### src/hdl/ecu_pkg.sv
// Shared types, constants and arithmetic helpers for the Euler angle to rotation
// matrix block. No dependencies.
`timescale 1ns / 1ps
package ecu_pkg;

  localparam int OUT_FRAC_BITS = 16;
  localparam int OUT_W         = OUT_FRAC_BITS + 2;
  localparam int ANG_W         = 16;
  localparam int CORDIC_STEPS  = 24;
  localparam int STEP_W        = 5;
  localparam int DW            = 32;
  localparam int SUM_W         = DW + 1;
  localparam int OUT_SH        = 30 - OUT_FRAC_BITS;
  localparam int RED_W         = 18;

  localparam logic [RED_W-1:0] FULL_TURN    = RED_W'(23040);
  localparam logic [RED_W-1:0] QUARTER_TURN = RED_W'(5760);
  localparam logic signed [DW-1:0] CORDIC_K = 32'sd652032874;
  localparam logic signed [63:0] MUL_RND    = 64'sd536870912;
  localparam logic signed [SUM_W-1:0] OUT_RND =
    (OUT_SH > 0) ? SUM_W'(64'sd1 <<< ((OUT_SH > 0) ? OUT_SH - 1 : 0)) : '0;
  localparam logic signed [SUM_W-1:0] OUT_LIM = SUM_W'(64'sd1 <<< OUT_FRAC_BITS);

  localparam logic [1:0] QUAD_0 = 2'd0;
  localparam logic [1:0] QUAD_1 = 2'd1;
  localparam logic [1:0] QUAD_2 = 2'd2;
  localparam logic [1:0] QUAD_3 = 2'd3;

  typedef struct packed {
    logic signed [DW-1:0] x;
    logic signed [DW-1:0] y;
    logic signed [DW-1:0] z;
    logic [1:0]           q;
  } ecu_cordic_t;

  typedef struct packed {
    logic signed [DW-1:0] sn;
    logic signed [DW-1:0] cs;
  } ecu_sc_t;

  function automatic logic signed [DW-1:0] atan_val(input logic [STEP_W-1:0] i);
    logic signed [DW-1:0] v;
    case (i)
      5'd0:  v = 32'sd188743680;
      5'd1:  v = 32'sd111421900;
      5'd2:  v = 32'sd58872272;
      5'd3:  v = 32'sd29884485;
      5'd4:  v = 32'sd15000234;
      5'd5:  v = 32'sd7507429;
      5'd6:  v = 32'sd3754631;
      5'd7:  v = 32'sd1877430;
      5'd8:  v = 32'sd938729;
      5'd9:  v = 32'sd469366;
      5'd10: v = 32'sd234683;
      5'd11: v = 32'sd117342;
      5'd12: v = 32'sd58671;
      5'd13: v = 32'sd29335;
      5'd14: v = 32'sd14668;
      5'd15: v = 32'sd7334;
      5'd16: v = 32'sd3667;
      5'd17: v = 32'sd1833;
      5'd18: v = 32'sd917;
      5'd19: v = 32'sd458;
      5'd20: v = 32'sd229;
      5'd21: v = 32'sd115;
      5'd22: v = 32'sd57;
      5'd23: v = 32'sd29;
      default: v = '0;
    endcase
    return v;
  endfunction

  function automatic ecu_sc_t quad_map(input ecu_cordic_t c);
    ecu_sc_t r;
    case (c.q)
      QUAD_0: begin r.sn = c.y;  r.cs = c.x;  end
      QUAD_1: begin r.sn = c.x;  r.cs = -c.y; end
      QUAD_2: begin r.sn = -c.y; r.cs = -c.x; end
      default: begin r.sn = -c.x; r.cs = c.y; end
    endcase
    return r;
  endfunction

  function automatic logic signed [DW-1:0] qmul(input logic signed [DW-1:0] a,
                                                input logic signed [DW-1:0] b);
    logic signed [63:0] p;
    p = 64'(a) * 64'(b) + MUL_RND;
    return p[61:30];
  endfunction

  function automatic logic [OUT_W-1:0] to_out(input logic signed [SUM_W-1:0] v);
    logic signed [SUM_W-1:0] t;
    t = (v + OUT_RND) >>> OUT_SH;
    if (t > OUT_LIM) t = OUT_LIM;
    if (t < -OUT_LIM) t = -OUT_LIM;
    return t[OUT_W-1:0];
  endfunction

  function automatic logic signed [SUM_W-1:0] sx(input logic signed [DW-1:0] a);
    return {a[DW-1], a};
  endfunction

endpackage

### src/hdl/ecu_angle_reduce.sv
// Registered reduction of one angle to quadrant and in-quadrant CORDIC start vector.
// Depends on ecu_pkg.
`timescale 1ns / 1ps
module ecu_angle_reduce import ecu_pkg::*; (
  input  logic                    clk,
  input  logic signed [ANG_W-1:0] ang,
  output ecu_cordic_t             d_out
);

  logic [RED_W-1:0] s;
  logic [RED_W-1:0] r;
  logic [RED_W-1:0] rem;
  logic [1:0]       q;
  ecu_cordic_t      d_nxt;
  ecu_cordic_t      d_r;

  always_comb begin
    s = RED_W'($signed({{(RED_W-ANG_W){ang[ANG_W-1]}}, ang}) + $signed(RED_W'(46080)));
    if (s >= RED_W'(3 * 23040)) r = s - RED_W'(3 * 23040);
    else if (s >= RED_W'(2 * 23040)) r = s - RED_W'(2 * 23040);
    else if (s >= FULL_TURN) r = s - FULL_TURN;
    else r = s;
    if (r >= RED_W'(3 * 5760)) begin
      q = QUAD_3; rem = r - RED_W'(3 * 5760);
    end else if (r >= RED_W'(2 * 5760)) begin
      q = QUAD_2; rem = r - RED_W'(2 * 5760);
    end else if (r >= QUARTER_TURN) begin
      q = QUAD_1; rem = r - QUARTER_TURN;
    end else begin
      q = QUAD_0; rem = r;
    end
    d_nxt.x = CORDIC_K;
    d_nxt.y = '0;
    d_nxt.z = $signed({1'b0, rem[12:0], 16'd0} & {DW{1'b1}});
    d_nxt.q = q;
  end

  always_ff @(posedge clk) begin
    d_r <= d_nxt;
  end

  assign d_out = d_r;

endmodule

### config.mk
export PLATFORM = sky130hd
export DESIGN_NAME = ecu_angle_reduce
export DESIGN_NICKNAME = d
export VERILOG_FILES = /design/src/hdl/ecu_pkg.sv /design/src/hdl/ecu_angle_reduce.sv
export SDC_FILE = /design/constraint.sdc
export NUM_CORES = 1
export LEC_CHECK = 0
export BUFFER_PORTS_ARGS = -buffer_cell sky130_fd_sc_hd__buf_2
export CAP_MARGIN = 20
export CORE_MARGIN = 5
export CORE_UTILIZATION = 45
export CTS_BUF_LIST = sky130_fd_sc_hd__clkbuf_4 sky130_fd_sc_hd__clkbuf_8
export DETAILED_ROUTE_END_ITERATION = 7
export GPL_TIMING_DRIVEN = 0
export PLACE_DENSITY = 0.79
export SYNTH_ARGS = -nofsm -noshare
export SYNTH_HDL_FRONTEND = slang
export SYNTH_SLANG_ARGS = --single-unit
export TNS_END_PERCENT = 1
### constraint.sdc
create_clock -name clk -period 4.1 [get_ports clk]
set_clock_uncertainty 0.05 [all_clocks]
set_input_delay 0.82 -clock clk [delete_from_list [all_inputs] [get_ports clk]]
set_output_delay 0.82 -clock clk [all_outputs]
set_load 0.01 [all_outputs]
==> Word-level counts from Yosys, hierarchy flattened <==
Cells that the tools add are included.
{ "totals": {"mem_bits_ro": 0, "mem_bits_rw": 0, "inputBits": 17, "register_bits": 15, "latch_bits": 0, "word_cells": 25, "out_inout_bits": 98, "n_memories": 0} }
{ "op_classes": {"n_mux": 8, "bitwise_logic": 0, "eq_ne": 0, "n_addsub": 7, "order_cmp": 6, "n_shift": 0, "reduce_logical": 1, "div_mod_pow": 0, "n_mul": 0} }
{ "op_table": {"columns": ["operator", "n"], "rows": [
  ["$mux W18", 3],
  ["$mux W13", 3],
  ["$ge A18 B15 Y1 const B", 2],
  ["$add A16 B17 Y18 const B", 1],
  ["$ge A18 B13 Y1 const B", 1],
  ["$ge A18 B14 Y1 const B", 1],
  ["$ge A18 B16 Y1 const B", 1],
  ["$ge A18 B17 Y1 const B", 1],
  ["$sub A18 B15 Y18 const B", 1],
  ["$sub A18 B16 Y18 const B", 1],
  ["$sub A18 B17 Y18 const B", 1],
  ["$sub A13 B10 Y13 const B", 1],
  ["$sub A13 B12 Y13 const B", 1],
  ["$sub A13 B13 Y13 const B", 1],
  ["$mux W1", 2],
  ["$reduce_or A2 Y1", 1]
]} }

==> Depth between registers and ports, before layout <==
{ "logic_depth": {"depth_word": 9, "mapped_depth": 19, "depth_no_buf": 18} }

==> Least setup slack after synthesis <==
Ideal clock, no wire load.
{ "synth_path": {"path_type": "input to register", "from": "input ang[10]", "to": "register d_r, in the netlist d_out[28]", "slack_ns": -0.077, "path_stages": 19, "setup_time_ns": 0.121, "path_buffers": 1, "required_ns": 3.929, "arrival_ns": 4.006, "path_cell_list": "buf_2 > inv_1 > ha_1 > a21oi_1 > nor2_1 > o41ai_1 > and2_1 > o21ai_1 > xnor2_2 > ha_1 > a21o_1 > a21oi_1 > nand3_1 > a22oi_1 > or3_1 > a21oi_4 > o2bb2ai_1 > mux2i_1 > xnor2_1"} }
{ "synth_between": {"elab_chain_cells": 9, "elab_cells_between_ends": 19, "classes_between": "add/sub: 7; order compare: 6; mux: 6"} }
{ "synth_rtl": {"columns": ["item", "line_no", "text"], "rows": [
  ["start: declaration", "ecu_angle_reduce.sv:6", "input logic signed [ANG_W-1:0] ang,"],
  ["$add A16 B17 Y18 *", "ecu_angle_reduce.sv:18", "s = RED_W'($signed({{(RED_W-ANG_W){ang[ANG_W-1]}}, ang}) + $signed(RED_W'(46080)));"],
  ["$sub A18 B15 Y18 or $ge A18 B15 Y1 (tied branches)", "ecu_angle_reduce.sv:21", "else if (s >= FULL_TURN) r = s - FULL_TURN;"],
  ["$mux W18", "ecu_angle_reduce.sv:21", null],
  ["$mux W18", "ecu_angle_reduce.sv:20", "else if (s >= RED_W'(2 * 23040)) r = s - RED_W'(2 * 23040);"],
  ["$mux W18 *", "ecu_angle_reduce.sv:19", "if (s >= RED_W'(3 * 23040)) r = s - RED_W'(3 * 23040);"],
  ["$ge A18 B13 Y1 or $sub A13 B13 Y13 (tied branches)", "ecu_angle_reduce.sv:27, ecu_angle_reduce.sv:28", null],
  ["$mux W13", "ecu_angle_reduce.sv:27", "end else if (r >= QUARTER_TURN) begin"],
  ["$mux W13", "ecu_angle_reduce.sv:25", "end else if (r >= RED_W'(2 * 5760)) begin"],
  ["$mux W13 *", "ecu_angle_reduce.sv:23", "if (r >= RED_W'(3 * 5760)) begin"],
  ["net rem[10]", "ecu_angle_reduce.sv:12", "logic [RED_W-1:0] rem;"],
  ["end signal: assignment", "ecu_angle_reduce.sv:39", "d_r <= d_nxt;"],
  ["end: declaration", "ecu_angle_reduce.sv:15", "ecu_cordic_t d_r;"]
]} }
The timed path passes the listed nets; every way through them passes the cells marked *.
A chain may end at the register's enable or synchronous reset.

==> Worst setup path in the final report <==
{ "layout_path": {"from": "input ang[11]", "to": "register d_r, in the netlist d_out[27]"} }
Same word-level chain as after synthesis.

==> metrics.cfg <==
[logic_synthesis]
syn_avg_cell_area_sq_um=7.79
ys_async_sr_fraction=0
netlist_area_sq_um=2520
synth_edf_count=0
synth.yosys.warnings=0
yosysTopAreaCell=buf_4
ys_ff_latch=15
synthTopCellsByArea=buf_4 25%, dfxtp_1 12%, ha_1 6.9%
synthCells=324
synth_top_cell_area_share=0.247
yosysSeqAreaShare=0.119
synth_cell_types=74
ys.flop_type=dfxtp_1

[cells_and_area]
nNetsFinal=499
largest_reg_flops=15
fillers=499
diodes=0
drive_gt1_frac=0.443
design_area_sq_um=3600
area_growth_pct=42.7
layout_common_cells=110 x buf_4, 83 x conb_1, 30 x buf_2
layout_commonest_cell=buf_4

[cts]
htree_levels=1
tritoncts=yes
clock-root-buffer=clkbuf_8
clock-sinks=15
clkTransAtPathRegs_ns=0.05
cts-buffers-inserted=3
holdBufCountCts=0
clk_path_buf_depth=2

[global_routing]
grtUsageTotal=0.174
antenna_found_initial=0
grt_overflow=0
grt_max_degree=11
grt_pass1_vias=2416
grt_pass1_wl_um=10900

[sta]
slew_headroom=0.640
tightest_slew_ns=0.540
fmax_ghz=0.244
setup_tns_ns=0
period_share=0.999
post-route-min-period_ns=4.10
hold_viol=0
rsz0062_at_grt=true
maxSlewViolCount=0
setup_violations=0

[die]
die_area_sq_um=7210
die_w_um=84.9
io_pins=115
coreArea_sq_um=5470
rows=27
die_h_um=84.9
initial_core_util=0.461

[pwr]
switching_share=0.416
leakage_nw=1.79
ir_drop_v=0.000253
internal_power_uw=539
seq_power_share=0.207
clockPowerShare=0.132
power_density_nw_per_um2=256
p_sw_uw=384
combPwrFrac=0.661

[routing]
drc=0
routed-via-count=2657
drtIter0Drc=145
totalWireLength_um=7330
ant_nets=0
wl_per_cell_um=13.6
drtPass1Iterations=5
vias_per_cell=4.93

[setup_path]
path_max_fanout=6
worst_ep_arrival_time_ns=4.16
cp-startpoint=ang[11]
required_ns=4.17
cp-end-kind=flip-flop
startpoint_type=input port
path_class=in -> reg

[placement]
portBuffers=30
dp_hpwl_um=5160
place_congestion=0.902
dpl_cell_area_sq_um=3080

[status]
status=complete, no violations

[run]
drv_cap=0

[hold_path]
min-delay-start=ang[5]
hold_class=in -> reg

## critical path, cell delays in order
cell,delay [ns]
clkbuf_4,0.16
ha_4,0.21
buf_8,0.13
mux2i_2,0.22
nor2_1,0.08
o31ai_2,0.36
and2_4,0.23
o21ai_2,0.08
xnor2_2,0.18
buf_4,0.15
buf_4,0.15
inv_2,0.09
ha_4,0.16
o21ai_0,0.11
a31o_2,0.26
a21oi_2,0.25
inv_1,0.13
o31ai_1,0.32
a211oi_1,0.07
## final cells by class
type	count	area, sq um	area share
multi-input cells	285	2000	0.556
plain buffers	94	716	0.199
repair buffers	58	399	0.111
flip-flops and latches	15	300	0.0834
well taps	72	90.1	0.0250
clock buffers	4	48.8	0.0135
inverters	11	45.0	0.0125
## through the flow
step | power, mW | util | setup slack [ns] | hold slack, ns | std cells
final | 0.924 | 0.658 | 0.00236 | 0.620 | 539
after detailed placement | 0.699 | 0.563 | -0.886 | 0.891 | 507
after global placement | 0.691 | 0.563 | -0.874 | 0.888 | 507
after floorplan | 0.593 | - | -0.0209 | 0.798 | 405
after CTS | 0.842 | 0.597 | 0.00291 | 0.634 | 521
after global routing | 0.986 | 0.658 | -0.108 | 0.611 | 539
## worst paths after layout
path	endpoint	depth (start not counted)	slack, ns
hold / removal	d_out[23]	1	0.62
setup / recovery	d_out[27]	19	0.002
## timing repair
action	in CTS	in global routing
endpoints found under the hold margin	0	0
resized for setup	14	39
pin swaps	8	24
setup endpoints to repair	8	7
cloned	0	1
buffers inserted	10	17
## metal layers
layer	part of all wire	global-route usage
met3	0.073	0.0233
met1	0.35	0.198
met2	0.54	0.327
met4	0.037	0.0662
met5	0	0
## cell usage after synthesis, types with 6 or more instances
cell / count
nor3_1: 6
buf_2: 8
inv_1: 10
nor2_1: 21
nor2b_1: 6
dfxtp_1: 15
o21ai_0: 11
buf_4: 83
a21oi_1: 13
nand2_1: 18
ha_1: 14
xnor2_1: 11
nand3_1: 7
## power by group through the flow
| stage | registers, mW | logic (mW) | clock network (mW) |
|---|---|---|---|
| global route | 0.197 | 0.658 | 0.131 |
| detailed placement | 0.195 | 0.504 | 0 |
| CTS | 0.192 | 0.526 | 0.125 |
| floorplan | 0.218 | 0.375 | 0 |
| finish | 0.191 | 0.610 | 0.122 |
| global placement | 0.194 | 0.496 | 0 |
## cells by family (layout without fill, tap and decap cells)
| logic type | Yosys count | in the layout | synth area share |
|---|---|---|---|
| AND/OR/NAND/NOR | 88 | 88 | 0.192 |
| other | 2 | 83 | 0.00297 |
| flip-flops | 15 | 15 | 0.119 |
| adder cells (fa/ha/maj) | 14 | 14 | 0.0694 |
| AO/OA/AOI/OAI | 80 | 80 | 0.250 |
| multiplexers | 3 | 3 | 0.0124 |
| buffers and inverters | 105 | 167 | 0.286 |
| XOR/XNOR | 17 | 17 | 0.0679 |
No activity file was read; power rests on OpenSTA's default activity.
