$ cat config.mk
export PLATFORM = sky130hd
export DESIGN_NAME = ecu_cordic_cell
export DESIGN_NICKNAME = d
export VERILOG_FILES = /design/src/hdl/ecu_pkg.sv /design/src/hdl/ecu_cordic_cell.sv
export SDC_FILE = /design/constraint.sdc
export NUM_CORES = 1
export LEC_CHECK = 0
export BUFFER_PORTS_ARGS = -buffer_cell sky130_fd_sc_hd__buf_2
export CAP_MARGIN = 30
export CELL_PAD_IN_SITES_DETAIL_PLACEMENT = 2
export CELL_PAD_IN_SITES_GLOBAL_PLACEMENT = 2
export CORE_MARGIN = 2
export CORE_UTILIZATION = 35
export DETAILED_ROUTE_END_ITERATION = 10
export HOLD_SLACK_MARGIN = 0.03
export PLACE_DENSITY_LB_ADDON = 0.15
export SETUP_SLACK_MARGIN = 0.1
export SYNTH_ARGS = -nofsm -noshare
export SYNTH_HDL_FRONTEND = slang
export SYNTH_SLANG_ARGS = --single-unit
$ cat constraint.sdc
create_clock -name clk -period 7.4 [get_ports clk]
set_clock_uncertainty 0.05 [all_clocks]
set_input_delay 0.74 -clock clk [delete_from_list [all_inputs] [get_ports clk]]
set_output_delay 0.74 -clock clk [all_outputs]
set_load 0.02 [all_outputs]
$ cat src/hdl/ecu_pkg.sv
// Shared types, constants and arithmetic helpers for the Euler angle to rotation
// matrix block. No dependencies.
`timescale 1ns / 1ps
package ecu_pkg;

  localparam int OUT_FRAC_BITS = 16;
  localparam int OUT_W         = OUT_FRAC_BITS + 2;
  localparam int ANG_W         = 16;
  localparam int CORDIC_STEPS  = 24;
  localparam int STEP_W        = 5;
  localparam int DW            = 32;
  localparam int SUM_W         = DW + 1;
  localparam int OUT_SH        = 30 - OUT_FRAC_BITS;
  localparam int RED_W         = 18;

  localparam logic [RED_W-1:0] FULL_TURN    = RED_W'(23040);
  localparam logic [RED_W-1:0] QUARTER_TURN = RED_W'(5760);
  localparam logic signed [DW-1:0] CORDIC_K = 32'sd652032874;
  localparam logic signed [63:0] MUL_RND    = 64'sd536870912;
  localparam logic signed [SUM_W-1:0] OUT_RND =
    (OUT_SH > 0) ? SUM_W'(64'sd1 <<< ((OUT_SH > 0) ? OUT_SH - 1 : 0)) : '0;
  localparam logic signed [SUM_W-1:0] OUT_LIM = SUM_W'(64'sd1 <<< OUT_FRAC_BITS);

  localparam logic [1:0] QUAD_0 = 2'd0;
  localparam logic [1:0] QUAD_1 = 2'd1;
  localparam logic [1:0] QUAD_2 = 2'd2;
  localparam logic [1:0] QUAD_3 = 2'd3;

  typedef struct packed {
    logic signed [DW-1:0] x;
    logic signed [DW-1:0] y;
    logic signed [DW-1:0] z;
    logic [1:0]           q;
  } ecu_cordic_t;

  typedef struct packed {
    logic signed [DW-1:0] sn;
    logic signed [DW-1:0] cs;
  } ecu_sc_t;

  function automatic logic signed [DW-1:0] atan_val(input logic [STEP_W-1:0] i);
    logic signed [DW-1:0] v;
    case (i)
      5'd0:  v = 32'sd188743680;
      5'd1:  v = 32'sd111421900;
      5'd2:  v = 32'sd58872272;
      5'd3:  v = 32'sd29884485;
      5'd4:  v = 32'sd15000234;
      5'd5:  v = 32'sd7507429;
      5'd6:  v = 32'sd3754631;
      5'd7:  v = 32'sd1877430;
      5'd8:  v = 32'sd938729;
      5'd9:  v = 32'sd469366;
      5'd10: v = 32'sd234683;
      5'd11: v = 32'sd117342;
      5'd12: v = 32'sd58671;
      5'd13: v = 32'sd29335;
      5'd14: v = 32'sd14668;
      5'd15: v = 32'sd7334;
      5'd16: v = 32'sd3667;
      5'd17: v = 32'sd1833;
      5'd18: v = 32'sd917;
      5'd19: v = 32'sd458;
      5'd20: v = 32'sd229;
      5'd21: v = 32'sd115;
      5'd22: v = 32'sd57;
      5'd23: v = 32'sd29;
      default: v = '0;
    endcase
    return v;
  endfunction

  function automatic ecu_sc_t quad_map(input ecu_cordic_t c);
    ecu_sc_t r;
    case (c.q)
      QUAD_0: begin r.sn = c.y;  r.cs = c.x;  end
      QUAD_1: begin r.sn = c.x;  r.cs = -c.y; end
      QUAD_2: begin r.sn = -c.y; r.cs = -c.x; end
      default: begin r.sn = -c.x; r.cs = c.y; end
    endcase
    return r;
  endfunction

  function automatic logic signed [DW-1:0] qmul(input logic signed [DW-1:0] a,
                                                input logic signed [DW-1:0] b);
    logic signed [63:0] p;
    p = 64'(a) * 64'(b) + MUL_RND;
    return p[61:30];
  endfunction

  function automatic logic [OUT_W-1:0] to_out(input logic signed [SUM_W-1:0] v);
    logic signed [SUM_W-1:0] t;
    t = (v + OUT_RND) >>> OUT_SH;
    if (t > OUT_LIM) t = OUT_LIM;
    if (t < -OUT_LIM) t = -OUT_LIM;
    return t[OUT_W-1:0];
  endfunction

  function automatic logic signed [SUM_W-1:0] sx(input logic signed [DW-1:0] a);
    return {a[DW-1], a};
  endfunction

endpackage

$ cat src/hdl/ecu_cordic_cell.sv
// One rotation-mode CORDIC cell of the chain: one micro-rotation per cycle.
// Depends on ecu_pkg.
`timescale 1ns / 1ps
module ecu_cordic_cell import ecu_pkg::*; (
  input  logic              clk,
  input  logic [STEP_W-1:0] step,
  input  ecu_cordic_t       d_in,
  output ecu_cordic_t       d_out
);

  logic signed [DW-1:0] x;
  logic signed [DW-1:0] y;
  logic signed [DW-1:0] z;
  logic signed [DW-1:0] xs;
  logic signed [DW-1:0] ys;
  ecu_cordic_t          d_nxt;
  ecu_cordic_t          d_r;

  always_comb begin
    x  = d_in.x;
    y  = d_in.y;
    z  = d_in.z;
    xs = x >>> step;
    ys = y >>> step;
    d_nxt.q = d_in.q;
    if (!z[DW-1]) begin
      d_nxt.x = x - ys;
      d_nxt.y = y + xs;
      d_nxt.z = z - atan_val(step);
    end else begin
      d_nxt.x = x + ys;
      d_nxt.y = y - xs;
      d_nxt.z = z + atan_val(step);
    end
  end

  always_ff @(posedge clk) begin
    d_r <= d_nxt;
  end

  assign d_out = d_r;

endmodule

# Yosys cells after proc, flatten, opt, wreduce, memory -nomap -nowiden
# Memories as Yosys holds them, arrays and structs flattened.
# Index checks and enable logic that the tools add are counted.
op_classes:
  n_addsub: 6
  n_shift: 2
  mux: 3
op_table:
  columns: ["op", "n"]
  rows:
  - ["$add 32x32->32", 3]
  - ["$mux 96", 1]
  - ["$sub 32x32->32", 3]
  - ["$mux 32", 2]
  - ["$sshr 32x5->32", 2]
word_totals:
  register_bits: 98
  mem_bits_ro: 1792
  mem_count: 2
memory_table:
  columns: ["name", "depth", "word_bits", "rd", "rd_clocked_by_memory_dff", "wr", "line", "rtl"]
  rows:
  - ["(name not given)", 32, 28, 1, 0, 0, "ecu_pkg.sv:43", "case (i)"]
  - ["(name not given)", 32, 28, 1, 0, 0, "ecu_pkg.sv:43", null]

# Depth between registers and ports, before layout
# Gate-level depths: netlist of the first run.
# An unclocked memory read counts as a cell.
depth:
  word_depth: 4
  mapped_depth: 28

# Worst setup path before layout of the first run
# No wires, ideal clock.
synth_timing:
  path_kind: "input to register"
  from: "input step[1]"
  to: "register d_r (netlist bit d_out[30])"
  setup_time_ns: 0.072
  t_arrival_ns: 6.227
  required_ns: 7.278
  slack_ns: 1.051
  path_stages: 26
  path_buffers: 3
  cell_sequence: "clkinv_1 > buf_1 > clkbuf_1 > ha_1 > clkbuf_1 > mux2_2 > o22ai_1 > mux2i_1 > and2_1 > nand3_1 > nor3_1 > and3_1 > a31oi_1 > xor2_1 > ha_1 > a21o_1 > a21o_1 > a21o_1 > a211o_1 > a2111oi_0 > o31ai_1 > nand3_1 > nand2_1 > a311o_1 > a21oi_1 > xnor2_1"
synth_lines:
  columns: ["item", "line", "rtl"]
  rows:
  - ["start: declaration", "ecu_cordic_cell.sv:6", "input logic [STEP_W-1:0] step,"]
  - ["end signal: assignment", "ecu_cordic_cell.sv:38", "d_r <= d_nxt;"]
  - ["end: declaration", "ecu_cordic_cell.sv:17", "ecu_cordic_t d_r;"]

==> results of run 1 <==
==> per-layer routing <==
metal | track usage | wire (um) | up-vias
met4 | 0.136 | 2520 | 0
met1 | 0.377 | 26200 | 7251
li1 | - | - | 6515
met2 | 0.529 | 30700 | 483
met3 | 0.0544 | 3630 | 117
met5 | 0 | 0 | -
==> where the power goes <==
group / total, mW / switching [mW] / internal, mW
logic: 2.14 / 1.33 / 0.812
registers: 0.810 / 0.0522 / 0.758
clock network: 0.558 / 0.250 / 0.308
==> worst max-delay path: stages <==
cell and delay, ns:
buf_4 0.16, buf_12 0.21, nor3_1 0.28, mux2i_1 0.76
nor2_1 0.07, or3_1 0.50, or4b_4 0.59, or3_4 0.41
nor2_2 0.20, and2_1 0.22, nor2_1 0.06, xor2_1 0.18
ha_1 0.32, buf_4 0.17, nand2_1 0.05, o21ai_0 0.13
a2111oi_0 0.51, o21bai_1 0.14, or3_1 0.32, o22a_1 0.26
a41oi_1 0.28, o21ai_0 0.19, a31oi_1 0.24, xnor2_1 0.14
==> synthesized netlist by cell type (24+ instances only) <==
cell type / count / area share
mux2i_1: 70 / 0.052
nor2_1: 137 / 0.038
nand2_1: 131 / 0.036
nand3_1: 31 / 0.011
a31oi_1: 34 / 0.016
a21o_1: 39 / 0.022
mux4_2: 65 / 0.11
dfxtp_1: 98 / 0.15
a21oi_1: 151 / 0.056
ha_1: 116 / 0.11
xor2_1: 60 / 0.039
mux2_2: 41 / 0.034
inv_1: 39 / 0.011
buf_2: 27 / 0.010
o22ai_1: 24 / 0.011
clkbuf_1: 45 / 0.012
nor3_1: 30 / 0.011
xnor2_1: 110 / 0.071
nand2b_1: 27 / 0.012
o21ai_0: 78 / 0.029
==> logic make-up after synthesis <==
group                    synth area share
flip-flops                          0.145
buffers and inverters              0.0416
AND/OR/NAND/NOR                     0.158
adder cells (fa/ha/maj)             0.112
XOR/XNOR                            0.110
AO/OA/AOI/OAI                       0.239
multiplexers                        0.194
==> stage by stage <==
stage                     instance area [um2]  TNS [ns]  total power, mW  hold WS [ns]
after CTS                               15700         0             3.53         0.368
after floorplan                         13500         0             2.22         0.718
after global routing                    15700         0             3.74         0.378
after global placement                  15400         0             2.89         0.793
final                                   15700         0             3.51         0.389
after detailed placement                15400  -0.00655             2.95         0.797
==> layout make-up <==
cell class              count  area, um2
well taps                 511        639
multi-input cells        1408      11000
inverters                  42        158
repair buffers            274       1640
clock inverters             5       85.1
fillers                  4403      22100
clock buffers              11        243
flip-flops and latches     98       1960
==> path summary, 6_finish.rpt <==
path	from	endpoint	slack (ns)	depth (start not counted)
worst max-delay path	step[2]	d_out[65]	0.45	24
worst min-delay path	d_in[0]	d_out[0]	0.39	1
==> impl_metrics.csv, run 1 <==
group,metric,value,unit
status,outcome,"finished, final reports clean",
hold_path,hp-class,"input pin to flip-flop",
job,max_cap_viol_count,0,
logic_synthesis,netlist_area,13500,um2
clocking,post_cts_buffers,0,
logic_synthesis,synth_cell_type_count,85,
logic_synthesis,ys_seq_elements,98,
route,wl,63100,um
layout,fin_nets,2056,
global_routing,gr-total-overflow,0,
route,drc_errors,0,
worst_setup_path,cp.arrival,7.23,ns
logic_synthesis,ys_seq_area_frac,0.145,
layout,area_growth,16.4,%
clocking,htreeDepth,3,
layout,final_util,0.416,
die,dieWidth,201,um
global_routing,antenna_found_initial,1,
clocking,clk_pin_slew,0.07,ns
logic_synthesis,yosys_warnings,0,
worst_setup_path,worst-setup-path-type,"input pin to flip-flop",
die,die_h,201,um
clocking,cts_hold_buf,0,
placed_design,post-place-cells,2333,
timing,timing.fmax,0.144,GHz
die,dieArea,40200,um2
worst_setup_path,cp_max_fo,82,
timing,relSlewSlack,0.403,
worst_setup_path,worstPathRequired,7.68,ns
pwr,vdd_drop_max,123,uV
clocking,numCtsBuffers,9,
logic_synthesis,ys.flop_type,"dfxtp_1",
global_routing,grt_pass1_wl,95700,um
logic_synthesis,async_flop_share,0,
worst_setup_path,crit_path_start_kind,"input pin",
worst_setup_path,cp-end-kind,"flip-flop",
timing,fin_crit,6.95,ns
die,coreArea,37800,um2
timing,rsz0062_at_grt,"no",
placed_design,port_buffers,201,
route,viasPerCell,6.12,
placed_design,hpwl,49600,um
clocking,cts_sinks,98,
timing,drv_slew,0,
layout,layout.cells.non_filler,2349,
route,dr.pass1.iters,5,
layout,drive_gt1_frac,0.232,
die,initial_core_util,0.357,
global_routing,track_usage,0.308,
placed_design,place_ws,-0.00655,ns
layout,most-common-layout-cells,"buf_2, a21oi_1, nor2_1",
logic_synthesis,syn_nets,1862,
clocking,clk_root_buffer_cell,"clkbuf_16",
pwr,power.leakage,6.82,nW
route,drtAntennaViolNets,0,
pwr,power_density,223,nW/um2
timing,hold_viol_final,0,
timing,setup_slack,0.446,ns
logic_synthesis,syn_area_per_cell,8.25,um2
global_routing,grt_max_degree,83,
route,vias,14366,
layout,antenna_cells,0,
clocking,clockBufferDepth,2,
timing,final-setup-viol-count,0,
route,drtIter0Drc,1014,
logic_synthesis,synth-edff-count,0,
clocking,cts_tree,"done",
logic_synthesis,netlist_instances,1639,
clocking,ctsResizeCount,0,
global_routing,grt_pass1_vias,15343,
route,wl_per_cell,26.8,um
timing,fin_crit_sh,0.940,
layout,final_common_cell,"buf_2",
timing,worst_pin_slew,0.893,ns
die,pin_count,202,
die,rows,71,
layout,largest_register_ffs,98,
placed_design,gp_congestion,0.963,
(Power assumes the default switching activity.)
==> run 2, diff against run 1 <==
- BUFFER_PORTS_ARGS: -buffer_cell sky130_fd_sc_hd__buf_2 -> -buffer_cell sky130_fd_sc_hd__buf_4
- clock period: 7.4 -> 7.06 ns (I/O delays scaled with it)
==> run 2 against run 1 <==
Critical path depth stayed put. Flip-flop and latch count stayed put. Sequential power is 6.7% higher. Worst hold slack worse by 0.044 ns. Combinational power is 12% higher. Total power is 11% higher. Clock power is 11% higher. Global-route usage hardly changed. Final area is 3.8% higher. Critical endpoint is now d_out[96]. Highest routed layer unchanged.
==> impl_metrics.csv, run 2 (same netlist as run 1, synthesis figures left out) <==
group,metric,value,unit
global_routing,grt_pass1_vias,15617,
timing,relSlewSlack,0.288,
route,drtIter0Drc,1184,
job,max_cap_viol_count,0,
layout,most-common-layout-cells,"buf_4, a21oi_1, nor2_1",
timing,rsz0062_at_grt,"no",
global_routing,grt_use_met1,0.383,
timing,hold_viol_final,0,
global_routing,track_usage,0.308,
worst_setup_path,worst-setup-path-type,"input pin to flip-flop",
timing,whs,0.345,ns
global_routing,grt_most_used_layer,"met2",
worst_setup_path,cp_max_fo,52,
placed_design,gp_congestion,0.969,
placed_design,port_buffers,201,
die,die_h,201,um
layout,drive_gt1_frac,0.238,
layout,area_growth,20.9,%
die,dieArea,40200,um2
die,coreArea,37800,um2
placed_design,dpl-instance-area,16000,um2
route,wl,62200,um
clocking,numCtsBuffers,9,
worst_setup_path,crit_path_start_kind,"input pin",
timing,fin_crit_sh,0.930,
global_routing,grt_max_degree,61,
pwr,power.leakage,7.08,nW
global_routing,globalRouteMet2Util,0.532,
global_routing,grt_use_met3,0.0367,
route,viasPerCell,6.13,
timing,fin_crit,6.57,ns
layout,largest_register_ffs,98,
worst_setup_path,cp.arrival,6.86,ns
timing,drv_slew,0,
route,vias,14492,
worst_setup_path,cp-end-kind,"flip-flop",
layout,final_area,16300,um2
clocking,cts_hold_buf,0,
layout,antenna_cells,0,
worst_setup_path,worstPathRequired,7.36,ns
timing,final-setup-viol-count,0,
clocking,cts_tree,"done",
clocking,htreeDepth,3,
route,dr.pass1.iters,7,
route,drc_errors,0,
hold_path,min-delay-start,"d_in[0]",
clocking,clk_root_buffer_cell,"clkbuf_16",
layout,final_common_cell,"buf_4",
hold_path,min_to,"d_out[0]",
hold_path,hp-class,"input pin to flip-flop",
pwr,vdd_drop_max,146,uV
pwr,power_density,238,nW/um2
global_routing,gr-total-overflow,0,
route,drtAntennaViolNets,0,
die,pin_count,202,
die,initial_core_util,0.357,
clocking,clockBufferDepth,2,
hold_path,hold-path-cell-count,1,
global_routing,grt_pass1_wl,96100,um
placed_design,hpwl,49800,um
status,outcome,"finished, final reports clean",
route,wl_per_cell,26.3,um
layout,fin_nets,2072,
die,dieWidth,201,um
timing,timing.fmax,0.152,GHz
timing,setup_tns,0,ns
clocking,clk_pin_slew,0.07,ns
timing,worst_pin_slew,1.05,ns
global_routing,antenna_found_initial,0,
clocking,cts_sinks,98,
die,rows,71,
## run 2: stage by stage
step / power, mW / setup WS (ns) / util / std cells
floorplan: 2.33 / 0.745 / - / 1639
global placement: 3.20 / 0.236 / 0.422 / 2349
detailed placement: 3.26 / 0.0121 / 0.422 / 2349
CTS: 3.92 / 0.425 / 0.431 / 2365
global route: 4.14 / 0.115 / 0.432 / 2365
finish: 3.89 / 0.495 / 0.432 / 2365
## run 2: layout make-up
cell class | count | area [um2]
Timing Repair Buffer | 290 | 2230
Clock inverter | 5 | 108
Clock buffer | 11 | 243
Multi-Input combinational cell | 1408 | 11000
Tap cell | 511 | 639
Inverter | 42 | 158
Sequential cell | 98 | 1960
Fill cell | 4353 | 21500
## run 2: how the worst max path moves through the flow
stage | startpoint | to | slack [ns] | depth (start not counted)
after global placement | step[2] | d_out[96] | 0.24 | 24
after global routing | step[2] | d_out[96] | 0.12 | 24
after CTS | step[2] | d_out[65] | 0.43 | 23
after detailed placement | step[2] | d_out[65] | 0.01 | 23
after floorplan | step[1] | d_out[30] | 0.75 | 26
final | step[2] | d_out[96] | 0.49 | 24
## run 2: power by group
group          switching (mW)  internal (mW)
registers              0.0678          0.796
clock network           0.263          0.358
logic                    1.40           1.01
total                    1.73           2.16
## run 2: what timing repair did
item                       CTS  global route
resized for setup            0             4
buffers inserted             0             0
setup endpoints to repair    0             5
## run 2: metal layers
layer | part of all wire | routed length, um
met1 | 0.42 | 26300
met2 | 0.49 | 30300
met3 | 0.047 | 2950
met4 | 0.042 | 2590
met5 | 0 | 0
## run 2: worst max-delay path, cell delays in order
cell and delay, ns:
buf_4 0.15, buf_4 0.26, buf_6 0.39, inv_1 0.13, buf_4 0.19, nor2_1 0.40
a21oi_1 0.25, o211ai_1 0.39, nand4_1 0.23, or3b_1 0.50, nor4b_2 0.30, nor2_1 0.10
xnor2_1 0.31, ha_1 0.33, a21o_1 0.17, a21oi_1 0.24, o21a_1 0.18, a31oi_1 0.06
a41o_1 0.30, a31o_2 0.23, or4_1 0.43, a31o_2 0.27, a21oi_1 0.18, xnor2_1 0.13
